## config.mk

```make
export PLATFORM = sky130hd
export DESIGN_NAME = bank_mapper_with_cycle_irq_flat
export DESIGN_NICKNAME = d
export VERILOG_FILES = /design/src/design/bmc_pkg.sv /design/src/design/bmc_req_if.sv /design/src/design/bmc_rsp_if.sv /design/src/design/bmc_cfg_if.sv /design/src/design/bank_mapper_with_cycle_irq.sv /design/src/design/bmc_regs.sv /design/src/design/bmc_xlate.sv /design/src/flat_wrapper.sv
export SDC_FILE = /design/constraint.sdc
export NUM_CORES = 1
export LEC_CHECK = 0
export BUFFER_PORTS_ARGS = -buffer_cell sky130_fd_sc_hd__buf_2
export CAP_MARGIN = 20
export CORE_ASPECT_RATIO = 1.5
export CORE_MARGIN = 2
export CORE_UTILIZATION = 30
export CTS_CLUSTER_SIZE = 20
export DETAILED_ROUTE_END_ITERATION = 6
export PLACE_DENSITY_LB_ADDON = 0.05
export SLEW_MARGIN = 30
export SYNTH_ARGS = -nofsm -noshare
export SYNTH_HDL_FRONTEND = slang
export SYNTH_SLANG_ARGS = --single-unit
```

## constraint.sdc

```tcl
create_clock -name clk -period 3.4 [get_ports clk]
set_input_delay 0.34 -clock clk [delete_from_list [all_inputs] [get_ports clk]]
set_output_delay 0.34 -clock clk [all_outputs]
set_load 0.02 [all_outputs]
```

## src/design/bmc_pkg.sv

```systemverilog
// Shared types and constants for the bank mapper with cycle IRQ.
package bmc_pkg;

  // Item commands.
  typedef enum logic [1:0] {
    CMD_SELECT = 2'd0,
    CMD_PARAM  = 2'd1,
    CMD_TICK   = 2'd2,
    CMD_LOOKUP = 2'd3
  } cmd_t;

  // Kind of the program area that a CPU address falls in.
  typedef enum logic [1:0] {
    KIND_ROM      = 2'd0,
    KIND_RAM      = 2'd1,
    KIND_OPEN_BUS = 2'd2,
    KIND_UNMAPPED = 2'd3
  } prg_kind_t;

  // Nametable mirroring modes.
  typedef enum logic [1:0] {
    MIR_A10  = 2'd0,
    MIR_A11  = 2'd1,
    MIR_ZERO = 2'd2,
    MIR_ONE  = 2'd3
  } mirror_t;

  // Configuration register indexes.
  localparam logic [1:0] CFG_PRG_AND = 2'd0;
  localparam logic [1:0] CFG_PRG_OR  = 2'd1;
  localparam logic [1:0] CFG_CHR_AND = 2'd2;
  localparam logic [1:0] CFG_CHR_OR  = 2'd3;

  // Parameter register numbers above the character banks.
  localparam logic [3:0] REG_PRG0   = 4'd8;
  localparam logic [3:0] REG_PRG1   = 4'd9;
  localparam logic [3:0] REG_PRG2   = 4'd10;
  localparam logic [3:0] REG_PRG3   = 4'd11;
  localparam logic [3:0] REG_MIRROR = 4'd12;
  localparam logic [3:0] REG_IRQ_EN = 4'd13;
  localparam logic [3:0] REG_CNT_LO = 4'd14;
  localparam logic [3:0] REG_CNT_HI = 4'd15;

  localparam logic [7:0] PRG_LOW_MASK  = 8'h3F;
  localparam logic [7:0] PRG_FIXED_TOP = 8'hFF;

  // Bank and mask state seen by the translation stage.
  typedef struct packed {
    logic [7:0][7:0] char_banks;
    logic [3:0][7:0] prog_banks;
    logic [1:0]      mirror_mode;
    logic            irq_pending;
    logic [7:0]      prg_and;
    logic [7:0]      prg_or;
    logic [7:0]      chr_and;
    logic [7:0]      chr_or;
  } map_state_t;

endpackage

```

## src/design/bmc_req_if.sv

```systemverilog
// Input word channel: command, write byte and the addresses to translate.
interface bmc_req_if;
  logic        valid;
  logic        ready;
  logic [1:0]  command;
  logic [7:0]  write_value;
  logic [15:0] cpu_address;
  logic [13:0] ppu_address;

  modport source (output valid, command, write_value, cpu_address, ppu_address,
                  input ready);
  modport sink   (input valid, command, write_value, cpu_address, ppu_address,
                  output ready);
endinterface

```

## src/design/bmc_rsp_if.sv

```systemverilog
// Result word channel: translated banks, nametable page and IRQ line.
interface bmc_rsp_if;
  logic       valid;
  logic       ready;
  logic [1:0] prg_kind;
  logic [7:0] prg_bank;
  logic [7:0] chr_bank;
  logic       nametable_page;
  logic       irq_line;

  modport source (output valid, prg_kind, prg_bank, chr_bank, nametable_page, irq_line,
                  input ready);
  modport sink   (input valid, prg_kind, prg_bank, chr_bank, nametable_page, irq_line,
                  output ready);
endinterface

```

## src/design/bmc_cfg_if.sv

```systemverilog
// Configuration write channel: register index and data byte.
interface bmc_cfg_if;
  logic       valid;
  logic       ready;
  logic [1:0] index;
  logic [7:0] data;

  modport source (output valid, index, data, input ready);
  modport sink   (input valid, index, data, output ready);
endinterface

```

## src/design/bank_mapper_with_cycle_irq.sv

```systemverilog
// Top level of the bank mapper with CPU-cycle IRQ counter.
// Each accepted word (command select, parameter write, cycle tick or plain lookup)
// updates the mapper state at the edge where it is accepted. Its addresses are held in
// the address stage and translated against the state that includes it into the result
// register, which holds the result word on the result port until the result side takes it.
// One word is accepted every cycle; the address stage and the result register run as
// a two-entry pipeline, so a full throughput of one word per clock is kept while
// the result side takes every word, and input stalls only when both stages hold
// words the result side has not taken. Configuration writes are taken at any time
// and change the AND/OR bank masks; they are meant to happen while idle.
module bank_mapper_with_cycle_irq (
  input logic     clk,
  input logic     rst,
  bmc_req_if.sink req,
  bmc_rsp_if.source rsp,
  bmc_cfg_if.sink cfg
);

  bmc_pkg::map_state_t state;
  logic                accept;
  logic                stage_ready;

  assign req.ready = stage_ready;
  assign accept    = req.valid && stage_ready;

  // State registers and configuration masks.
  bmc_regs u_regs (
    .clk         (clk),
    .rst         (rst),
    .accept      (accept),
    .command     (req.command),
    .write_value (req.write_value),
    .cfg         (cfg),
    .state       (state)
  );

  // Address translation pipeline.
  bmc_xlate u_xlate (
    .clk         (clk),
    .rst         (rst),
    .accept      (accept),
    .in_ready    (stage_ready),
    .cpu_address (req.cpu_address),
    .ppu_address (req.ppu_address),
    .state       (state),
    .rsp         (rsp)
  );

endmodule

```

## src/design/bmc_regs.sv

```systemverilog
// Mapper state: bank registers, mirroring, IRQ counter and configuration masks.
module bmc_regs (
  input  logic                clk,
  input  logic                rst,
  input  logic                accept,
  input  logic [1:0]          command,
  input  logic [7:0]          write_value,
  bmc_cfg_if.sink             cfg,
  output bmc_pkg::map_state_t state
);

  logic [3:0]      selected_register;
  logic [7:0][7:0] char_banks;
  logic [3:0][7:0] prog_banks;
  logic [1:0]      mirror_mode;
  logic [1:0]      irq_enables;
  logic [15:0]     irq_count;
  logic            irq_pending;
  logic [7:0]      prg_and, prg_or, chr_and, chr_or;
  logic [15:0]     count_dec;

  // Configuration writes are always taken.
  assign cfg.ready = 1'b1;

  always_ff @(posedge clk) begin
    if (rst) begin
      prg_and <= 8'hFF;
      prg_or  <= 8'h00;
      chr_and <= 8'hFF;
      chr_or  <= 8'h00;
    end else if (cfg.valid) begin
      unique case (cfg.index)
        bmc_pkg::CFG_PRG_AND: prg_and <= cfg.data;
        bmc_pkg::CFG_PRG_OR:  prg_or  <= cfg.data;
        bmc_pkg::CFG_CHR_AND: chr_and <= cfg.data;
        bmc_pkg::CFG_CHR_OR:  chr_or  <= cfg.data;
        default: ;
      endcase
    end
  end

  assign count_dec = irq_count - 16'd1;

  // Apply one accepted word to the mapper state.
  always_ff @(posedge clk) begin
    if (rst) begin
      selected_register <= 4'd0;
      for (int i = 0; i < 8; i++) begin
        char_banks[i] <= 8'(i);
      end
      prog_banks[0] <= 8'h00;
      prog_banks[1] <= 8'h00;
      prog_banks[2] <= 8'h01;
      prog_banks[3] <= 8'hFE;
      mirror_mode <= 2'd0;
      irq_enables <= 2'd0;
      irq_count   <= 16'd0;
      irq_pending <= 1'b0;
    end else if (accept) begin
      unique case (bmc_pkg::cmd_t'(command))
        bmc_pkg::CMD_SELECT: selected_register <= write_value[3:0];
        bmc_pkg::CMD_PARAM: begin
          if (!selected_register[3]) begin
            char_banks[selected_register[2:0]] <= write_value;
          end else begin
            unique case (selected_register)
              bmc_pkg::REG_PRG0:   prog_banks[0] <= write_value;
              bmc_pkg::REG_PRG1:   prog_banks[1] <= write_value & bmc_pkg::PRG_LOW_MASK;
              bmc_pkg::REG_PRG2:   prog_banks[2] <= write_value & bmc_pkg::PRG_LOW_MASK;
              bmc_pkg::REG_PRG3:   prog_banks[3] <= write_value & bmc_pkg::PRG_LOW_MASK;
              bmc_pkg::REG_MIRROR: mirror_mode <= write_value[1:0];
              bmc_pkg::REG_IRQ_EN: begin
                irq_enables <= {write_value[7], write_value[0]};
                irq_pending <= 1'b0;
              end
              bmc_pkg::REG_CNT_LO: irq_count[7:0]  <= write_value;
              bmc_pkg::REG_CNT_HI: irq_count[15:8] <= write_value;
              default: ;
            endcase
          end
        end
        bmc_pkg::CMD_TICK: begin
          // Count down while enabled; reaching zero raises the IRQ if allowed.
          if (irq_enables[1]) begin
            irq_count <= count_dec;
            if (count_dec == 16'd0 && irq_enables[0]) begin
              irq_pending <= 1'b1;
            end
          end
        end
        bmc_pkg::CMD_LOOKUP: ;
      endcase
    end
  end

  assign state.char_banks  = char_banks;
  assign state.prog_banks  = prog_banks;
  assign state.mirror_mode = mirror_mode;
  assign state.irq_pending = irq_pending;
  assign state.prg_and     = prg_and;
  assign state.prg_or      = prg_or;
  assign state.chr_and     = chr_and;
  assign state.chr_or      = chr_or;

endmodule

```

## src/design/bmc_xlate.sv

```systemverilog
// Address stage and result register: translates addresses against the updated state.
module bmc_xlate (
  input  logic                clk,
  input  logic                rst,
  input  logic                accept,
  output logic                in_ready,
  input  logic [15:0]         cpu_address,
  input  logic [13:0]         ppu_address,
  input  bmc_pkg::map_state_t state,
  bmc_rsp_if.source           rsp
);

  logic        s1_valid;
  logic [15:0] s1_cpu;
  logic [13:0] s1_ppu;
  logic        advance;
  logic        out_valid;
  logic [1:0]  out_kind;
  logic [7:0]  out_prg, out_chr;
  logic        out_page, out_irq;

  logic [1:0]  kind_next;
  logic [7:0]  raw_bank, prg_next, chr_next;
  logic        page_next;

  // The stage moves forward whenever the result register is free or being emptied.
  assign advance  = s1_valid && (!out_valid || rsp.ready);
  assign in_ready = !s1_valid || advance;

  always_ff @(posedge clk) begin
    if (rst) begin
      s1_valid <= 1'b0;
    end else if (in_ready) begin
      s1_valid <= accept;
    end
  end

  always_ff @(posedge clk) begin
    if (accept) begin
      s1_cpu <= cpu_address;
      s1_ppu <= ppu_address;
    end
  end

  // Program bank lookup by 8K window of the CPU address.
  always_comb begin
    kind_next = bmc_pkg::KIND_ROM;
    raw_bank  = 8'h00;
    prg_next  = 8'h00;
    unique case (s1_cpu[15:13])
      3'd0, 3'd1, 3'd2: kind_next = bmc_pkg::KIND_UNMAPPED;
      3'd3: begin
        if (state.prog_banks[0][6]) begin
          kind_next = state.prog_banks[0][7] ? bmc_pkg::KIND_RAM : bmc_pkg::KIND_OPEN_BUS;
        end else begin
          raw_bank = state.prog_banks[0] & bmc_pkg::PRG_LOW_MASK;
          prg_next = (raw_bank & state.prg_and) | state.prg_or;
        end
      end
      3'd4, 3'd5, 3'd6: begin
        raw_bank = state.prog_banks[2'(s1_cpu[14:13] + 2'd1)];
        prg_next = (raw_bank & state.prg_and) | state.prg_or;
      end
      3'd7: begin
        raw_bank = bmc_pkg::PRG_FIXED_TOP;
        prg_next = (raw_bank & state.prg_and) | state.prg_or;
      end
    endcase
  end

  // Character bank in the pattern area, nametable page above it.
  always_comb begin
    chr_next  = 8'h00;
    page_next = 1'b0;
    if (!s1_ppu[13]) begin
      chr_next = (state.char_banks[s1_ppu[12:10]] & state.chr_and) | state.chr_or;
    end else begin
      unique case (bmc_pkg::mirror_t'(state.mirror_mode))
        bmc_pkg::MIR_A10:  page_next = s1_ppu[10];
        bmc_pkg::MIR_A11:  page_next = s1_ppu[11];
        bmc_pkg::MIR_ZERO: page_next = 1'b0;
        bmc_pkg::MIR_ONE:  page_next = 1'b1;
      endcase
    end
  end

  // Result register.
  always_ff @(posedge clk) begin
    if (rst) begin
      out_valid <= 1'b0;
    end else if (advance) begin
      out_valid <= 1'b1;
    end else if (rsp.ready) begin
      out_valid <= 1'b0;
    end
  end

  always_ff @(posedge clk) begin
    if (advance) begin
      out_kind <= kind_next;
      out_prg  <= prg_next;
      out_chr  <= chr_next;
      out_page <= page_next;
      out_irq  <= state.irq_pending;
    end
  end

  assign rsp.valid          = out_valid;
  assign rsp.prg_kind       = out_kind;
  assign rsp.prg_bank       = out_prg;
  assign rsp.chr_bank       = out_chr;
  assign rsp.nametable_page = out_page;
  assign rsp.irq_line       = out_irq;

endmodule

```

## src/flat_wrapper.sv

```systemverilog
// flat-port wrapper written by rule: the top's interface ports become plain ports
module bank_mapper_with_cycle_irq_flat 
  (clk, rst, req_valid, req_command, req_write_value, req_cpu_address, req_ppu_address, req_ready, rsp_valid, rsp_prg_kind, rsp_prg_bank, rsp_chr_bank, rsp_nametable_page, rsp_irq_line, rsp_ready, cfg_valid, cfg_index, cfg_data, cfg_ready);
  bmc_req_if req_i ();
  bmc_rsp_if rsp_i ();
  bmc_cfg_if cfg_i ();
  input logic clk;
  input logic rst;
  input wire logic [$bits(req_i.valid)-1:0] req_valid;
  input wire logic [$bits(req_i.command)-1:0] req_command;
  input wire logic [$bits(req_i.write_value)-1:0] req_write_value;
  input wire logic [$bits(req_i.cpu_address)-1:0] req_cpu_address;
  input wire logic [$bits(req_i.ppu_address)-1:0] req_ppu_address;
  output wire logic [$bits(req_i.ready)-1:0] req_ready;
  output wire logic [$bits(rsp_i.valid)-1:0] rsp_valid;
  output wire logic [$bits(rsp_i.prg_kind)-1:0] rsp_prg_kind;
  output wire logic [$bits(rsp_i.prg_bank)-1:0] rsp_prg_bank;
  output wire logic [$bits(rsp_i.chr_bank)-1:0] rsp_chr_bank;
  output wire logic [$bits(rsp_i.nametable_page)-1:0] rsp_nametable_page;
  output wire logic [$bits(rsp_i.irq_line)-1:0] rsp_irq_line;
  input wire logic [$bits(rsp_i.ready)-1:0] rsp_ready;
  input wire logic [$bits(cfg_i.valid)-1:0] cfg_valid;
  input wire logic [$bits(cfg_i.index)-1:0] cfg_index;
  input wire logic [$bits(cfg_i.data)-1:0] cfg_data;
  output wire logic [$bits(cfg_i.ready)-1:0] cfg_ready;
  assign req_i.valid = req_valid;
  assign req_i.command = req_command;
  assign req_i.write_value = req_write_value;
  assign req_i.cpu_address = req_cpu_address;
  assign req_i.ppu_address = req_ppu_address;
  assign req_ready = req_i.ready;
  assign rsp_valid = rsp_i.valid;
  assign rsp_prg_kind = rsp_i.prg_kind;
  assign rsp_prg_bank = rsp_i.prg_bank;
  assign rsp_chr_bank = rsp_i.chr_bank;
  assign rsp_nametable_page = rsp_i.nametable_page;
  assign rsp_irq_line = rsp_i.irq_line;
  assign rsp_i.ready = rsp_ready;
  assign cfg_i.valid = cfg_valid;
  assign cfg_i.index = cfg_index;
  assign cfg_i.data = cfg_data;
  assign cfg_ready = cfg_i.ready;
  bank_mapper_with_cycle_irq u_core (.clk(clk), .rst(rst), .req(req_i), .rsp(rsp_i), .cfg(cfg_i));
endmodule
```

-- Word level (Yosys, flattened, before mapping)
Cells that the tools add are included.
- bits in registers: 201
- word-level logic and storage cells: 131
- output and inout bits: 23
- eq/ne operators: 29
- magnitude comparators: 4
- mux-type cells: 25
- reductions and logical operators: 32
- bitwise operators: 8
- add/subtract/negate cells: 2
- operators by type and width (operator ; count):
    $bwmux W64 ; 1
    $mux W8 ; 6
    $eq A4 B4 Y1 const B ; 8
    $mux W16 ; 2
    $or A8 B8 Y8 ; 4
    $pmux W16 S2 ; 1
    $bmux W8 S3 ; 1
    $demux W8 S3 ; 1
    $pmux W8 S3 ; 1
    $reduce_and A4 Y1 ; 6
    $and A8 B8 Y8 ; 2
    $bmux W8 S2 ; 1
    $logic_not A16 Y1 ; 1
    $sub A16 B1 Y16 const B ; 1
    $eq A3 B3 Y1 const B ; 4
    $eq A2 B2 Y1 const B ; 5
    $reduce_and A2 Y1 ; 5
    $reduce_and A5 Y1 ; 2
    $and A6 B8 Y8 ; 1
    $lt A3 B4 Y1 const B ; 2
    $ne A2 B2 Y1 const B ; 4
    $eq A2 B1 Y1 const B ; 3
    $eq A3 B2 Y1 const B ; 2
    $logic_not A2 Y1 ; 3
    other kinds (19) ; 33

-- Longest topological paths before layout
- depth in word-level cells: 6
- depth in mapped cells: 8
- gate-level depth less buffers: 7

-- Hierarchy
Synthesis repeated with hierarchy kept, for this count alone.
- cells, all modules: 833
- area total of the unflattened synthesis: 8085.3 um2
- modules (own cells, without submodules) (module ; cells each ; instances ; area each (um2)):
    bmc_regs ; 643 ; 1 ; 6014.5
    bmc_xlate ; 189 ; 1 ; 2064.5
    bank_mapper_with_cycle_irq ; 1 ; 1 ; 6.3

-- Worst setup path after synthesis
No wires, ideal clock.
- path type: reg2reg
- start point: register u_core.u_xlate.s1_cpu[13]
- end point: register u_core.u_xlate.out_prg[0], in the netlist u_core.u_xlate.rsp.prg_bank[0], data pin
- arrival time: 2.469 ns
- slack: 0.675 ns
- buffers on the path: 1
- cell stages (with the launch flop): 7
- path through: edfxtp_1 clkbuf_1 inv_1 ha_1 o41ai_1 nand2_1 a22o_1
- cells in the longest elaborated chain, start to end: 6
- RTL lines (element ; RTL line ; RTL):
    from (decl) ; bmc_xlate.sv:14 ; logic [15:0] s1_cpu;
    from (signal assigned) ; bmc_xlate.sv:40 ; s1_cpu <= cpu_address;
    $add A2 B1 Y2 ; bmc_xlate.sv:61 ; raw_bank = state.prog_banks[2'(s1_cpu[14:13] + 2'd1)];
    $bmux W8 S2 ; bmc_xlate.sv:61 ;
    $mux W8 (implied by the code) ; bmc_xlate.sv:61 ;
    $and A8 B8 Y8 ; bmc_xlate.sv:62 ; prg_next = (raw_bank & state.prg_and) | state.prg_or;
    $or A8 B8 Y8 ; bmc_xlate.sv:62 ;
    $pmux W8 S3 * ; bmc_xlate.sv:50 ; unique case (s1_cpu[15:13])
    to (signal assigned) ; bmc_xlate.sv:101 ; out_prg <= prg_next;
    to (decl) ; bmc_xlate.sv:19 ; logic [7:0] out_prg, out_chr;
Every way passes the cells marked *; elsewhere a longest branch is shown, timed or not. The select of a mux whose other input is x is not followed.
A chain may end at the register's enable or synchronous reset.

-- Worst setup path after layout
- start point: register u_core.u_xlate.s1_cpu[13]
- end point: register u_core.u_xlate.out_prg[2], in the netlist u_core.u_xlate.rsp.prg_bank[2], data pin
Same word-level chain as after synthesis.

==> results.sh <==
export IMPL_cts_tree="built"
export IMPL_period_needed_ps=2470
export IMPL_netlist_top_cells_area="dfxtp_1 (39%), edfxtp_1 (10%), mux2i_1 (9.5%), mux4_2 (6.4%), nand2_1 (5.9%)"
export IMPL_drv_cap=0
export IMPL_outcome="completed"
export IMPL_dp_hpwl_um=15000
export IMPL_std_cell_rows=72
export IMPL_drt_iter0_drc=318
export IMPL_cts_resized=0
export IMPL_finish_instance_area_mm2=0.00897
export IMPL_worst_ep_required_time_ps=3580
export IMPL_drv_slew=0
export IMPL_clockBufferDepth=2
export IMPL_post_cts_setup_buffer_count=0
export IMPL_finalHoldViolCount=0
export IMPL_ff_latch_area_mm2=0.00381
export IMPL_numPortBuffers=53
export IMPL_finalWeightedCongestion=0.776
export IMPL_synth_top_family_by_area="multiplexers"
export IMPL_drtPass1Iterations=5
export IMPL_htree_num_levels=4
export IMPL_synth_seq_cells=177
export IMPL_die_area_mm2=0.0273
export IMPL_cts_root_buf="clkbuf_16"
export IMPL_p_leak_nw=3.55
export IMPL_drtAntennaViolNets=0
export IMPL_cts_buffers=17
export IMPL_wirelength_um=22500
export IMPL_hold_path_end="u_core.u_xlate.s1_ppu[10]$_DFFE_PP_"
export IMPL_fin_tns_setup_ps=0
export IMPL_clockPowerShare_pct=44.5
export IMPL_min_from="req_ppu_address[10]"
export IMPL_power_frac_seq_pct=48.6
export IMPL_clock_latency_ps=430
export IMPL_ir_worst_vdd_v=0.000378
export IMPL_synthToLayoutAreaGrowth_pct=15.1
export IMPL_yosys_area_share_simple_pct=16.9
export IMPL_drc=0
export IMPL_yosysTopAreaCell="dfxtp_1"
export IMPL_slowest_delay_ps=670
export IMPL_synthMuxAreaShare_pct=17.0
export IMPL_worstPathCellList="inv_1 -> ha_1 -> o41ai_1 -> buf_4 -> nand2_1 -> a22o_1"
export IMPL_powerDensity_mw_per_mm2=504
export IMPL_setup_viol=0
export IMPL_start_util_pct=30.4
export IMPL_synthXorXnorAreaFrac_pct=0.225
export IMPL_dp_cells=1168
export IMPL_p_sw_share_pct=24.2
export IMPL_core_area_mm2=0.0257
export IMPL_synthTopCellsByCount="dfxtp_1 (150), nand2_1 (122), nor2_1 (93)"
export IMPL_route_detailed_wl_per_inst_um=18.8
export IMPL_finalNetCount=915
export IMPL_fmax_mhz=405
export IMPL_worst_pin_slew_ps=979
export IMPL_worstPathMaxFanout=9
export IMPL_synth_nets=888
export IMPL_synth_cells=827
export IMPL_synth_edff_count=27
export IMPL_async_flop_share_pct=0
export IMPL_p_int_mw=3.43
export IMPL_yosys_area_top_type_share_pct=38.5
export IMPL_min_path_type="in -> reg"
export IMPL_fillerInstances=2613
export IMPL_dpl_cell_area_mm2=0.00838
export IMPL_drive_gt1_share_pct=16.4
export IMPL_crit_type="reg -> reg"
export IMPL_grt_pass1_vias=6187
export IMPL_worstPathArrival_ps=2650
export IMPL_overflow=0
export IMPL_r2r_setup_slack_ps=930
export IMPL_diodes=0
export IMPL_avgSynthCellArea_um2=9.43
export IMPL_clk_pin_slew_worst_paths_ps=70
export IMPL_r2r_end="u_core.u_xlate.rsp.prg_bank[2]$_SDFFCE_PN0P_"
export IMPL_reg2reg_from="u_core.u_xlate.s1_cpu[13]$_DFFE_PP_"
export IMPL_fp_dieH_um=201
export IMPL_p_comb_share_pct=6.9
export IMPL_multi_input_area_mm2=0.00372
export IMPL_slowest_stage="edfxtp_1"
export IMPL_worst_r2r_path_depth=6
export IMPL_skew_ps=6.46
export IMPL_finalCritPeriodShare_pct=72.6
export IMPL_antenna_found_initial=0
export IMPL_switchingPower_mw=1.09
export IMPL_utilization_pct=35.0
export IMPL_grtUsageTotal_pct=17.0
export IMPL_hold_buffers=0
export IMPL_grt_first_pass_wirelength_um=35200
export IMPL_min_path_cells=1
export IMPL_cp_num_buf_inv=2
export IMPL_grt_max_degree=68
export IMPL_synth_warnings=0
export IMPL_cts_sinks=177
export IMPL_cp_end_kind="flip-flop"
export IMPL_syn_area_mm2=0.00780
export IMPL_synth_most_common_cell="dfxtp_1"
export IMPL_rsz0062_at_grt="no"
export IMPL_cp_top_family="flip-flops"
export IMPL_startpoint_type="flip-flop"
export IMPL_viasPerCell=5.12
export IMPL_synth_cell_type_count=57
export IMPL_layoutNonFillerInstCount=1200
export IMPL_boundaryPins=78
export IMPL_synth_flop_cell="dfxtp_1"
export IMPL_via_count=6146
export IMPL_max_slew_margin_rel_pct=34.6
export IMPL_synth_compound_area_share_pct=12.4
export IMPL_die_w_um=136
export IMPL_synth_adder_area_share_pct=0.963
export IMPL_seq_area_frac_synth_pct=48.9
cell type report:
| cell class | count | share of cell area [%] |
|---|---|---|
| repair buffers | 68 | 4.38 |
| well taps | 333 | 4.64 |
| multi-input cells | 579 | 41.4 |
| inverters | 11 | 0.460 |
| clock buffers | 18 | 4.78 |
| clock inverters | 14 | 1.81 |
| flip-flops and latches | 177 | 42.5 |
power groups by stage:
stage | logic [mW] | registers, mW | clock network [mW]
floorplan | 0.195 | 2.24 | 0
global placement | 0.316 | 2.24 | 0
detailed placement | 0.319 | 2.24 | 0
CTS | 0.320 | 2.20 | 2.07
global route | 0.343 | 2.20 | 2.16
finish | 0.313 | 2.20 | 2.01
stage by stage:
stage	setup slack, ps	hold WS, ps	power (mW)
after floorplan	675	408	2.44
after global placement	881	435	2.56
after detailed placement	865	442	2.56
after CTS	867	57.2	4.59
after global routing	725	51.4	4.70
final	931	77.0	4.52
routing by layer:
metal  track usage (%)  part of all wire (%)  vias to the layer above
met5                 0                     0                        -
met4              5.69                   1.6                        0
met3              2.70                   3.4                       24
met2              30.6                    53                      121
met1              20.3                    42                     3031
li1                  -                     -                     2970
flip-flops by register name, summed over array words and instances, names as in the netlist:
signal	flops
u_core.u_xlate.rsp.prg_bank	8
u_core.u_xlate.rsp.chr_bank	8
u_core.u_xlate.rsp.nametable_page	1
u_core.u_xlate.s1_ppu	4
u_core.u_regs.irq_enables	2
u_core.u_regs.irq_pending	1
u_core.u_regs.prg_or	8
u_core.u_regs.mirror_mode	2
u_core.u_regs.prg_and	8
u_core.u_xlate.rsp.irq_line	1
u_core.u_xlate.rsp.prg_kind	2
u_core.u_regs.irq_count	16
u_core.u_xlate.s1_cpu	3
u_core.u_regs.chr_and	8
u_core.u_regs.selected_register	4
u_core.u_regs.state	91
u_core.u_xlate.rsp.valid	1
u_core.u_regs.chr_or	8
u_core.u_xlate.s1_valid	1
worst max path at each step:
stage	startpoint	end	slack (ps)	depth (start not counted)
floorplan	u_core.u_xlate.s1_cpu[13]$_DFFE_PP_	u_core.u_xlate.rsp.prg_bank[0]$_SDFFCE_PN0P_	680	6
global placement	u_core.u_xlate.s1_cpu[13]$_DFFE_PP_	u_core.u_xlate.rsp.prg_bank[7]$_SDFFCE_PN0P_	880	6
detailed placement	rsp_ready	u_core.u_regs.state[63]$_SDFFE_PP1P_	860	7
CTS	u_core.u_xlate.s1_cpu[13]$_DFFE_PP_	u_core.u_xlate.rsp.prg_bank[1]$_SDFFCE_PN0P_	870	6
global route	u_core.u_xlate.rsp.valid$_SDFFE_PP0P_	u_core.u_regs.state[60]$_SDFFE_PP1P_	730	6
finish	u_core.u_xlate.s1_cpu[13]$_DFFE_PP_	u_core.u_xlate.rsp.prg_bank[2]$_SDFFCE_PN0P_	930	6
logic make-up after synthesis:
kind of cell	Yosys count
AO/OA/AOI/OAI	168
XOR/XNOR	2
adder cells (fa/ha/maj)	6
buffers and inverters	71
flip-flops	177
multiplexers	104
other	1
AND/OR/NAND/NOR	298
cell usage in the layout (no fill, tap or decap), types with 7 or more instances in the layout:
cell	n
nor2_1	93
nand3_1	36
mux2i_1	74
dfxtp_1	150
inv_1	10
nor3_1	7
mux2_2	8
edfxtp_1	27
buf_4	15
o21ai_0	62
clkbuf_16	17
mux4_2	22
a21oi_1	71
buf_2	52
a22o_1	7
nand2_1	122
No activity file was read; power rests on OpenSTA's default activity.
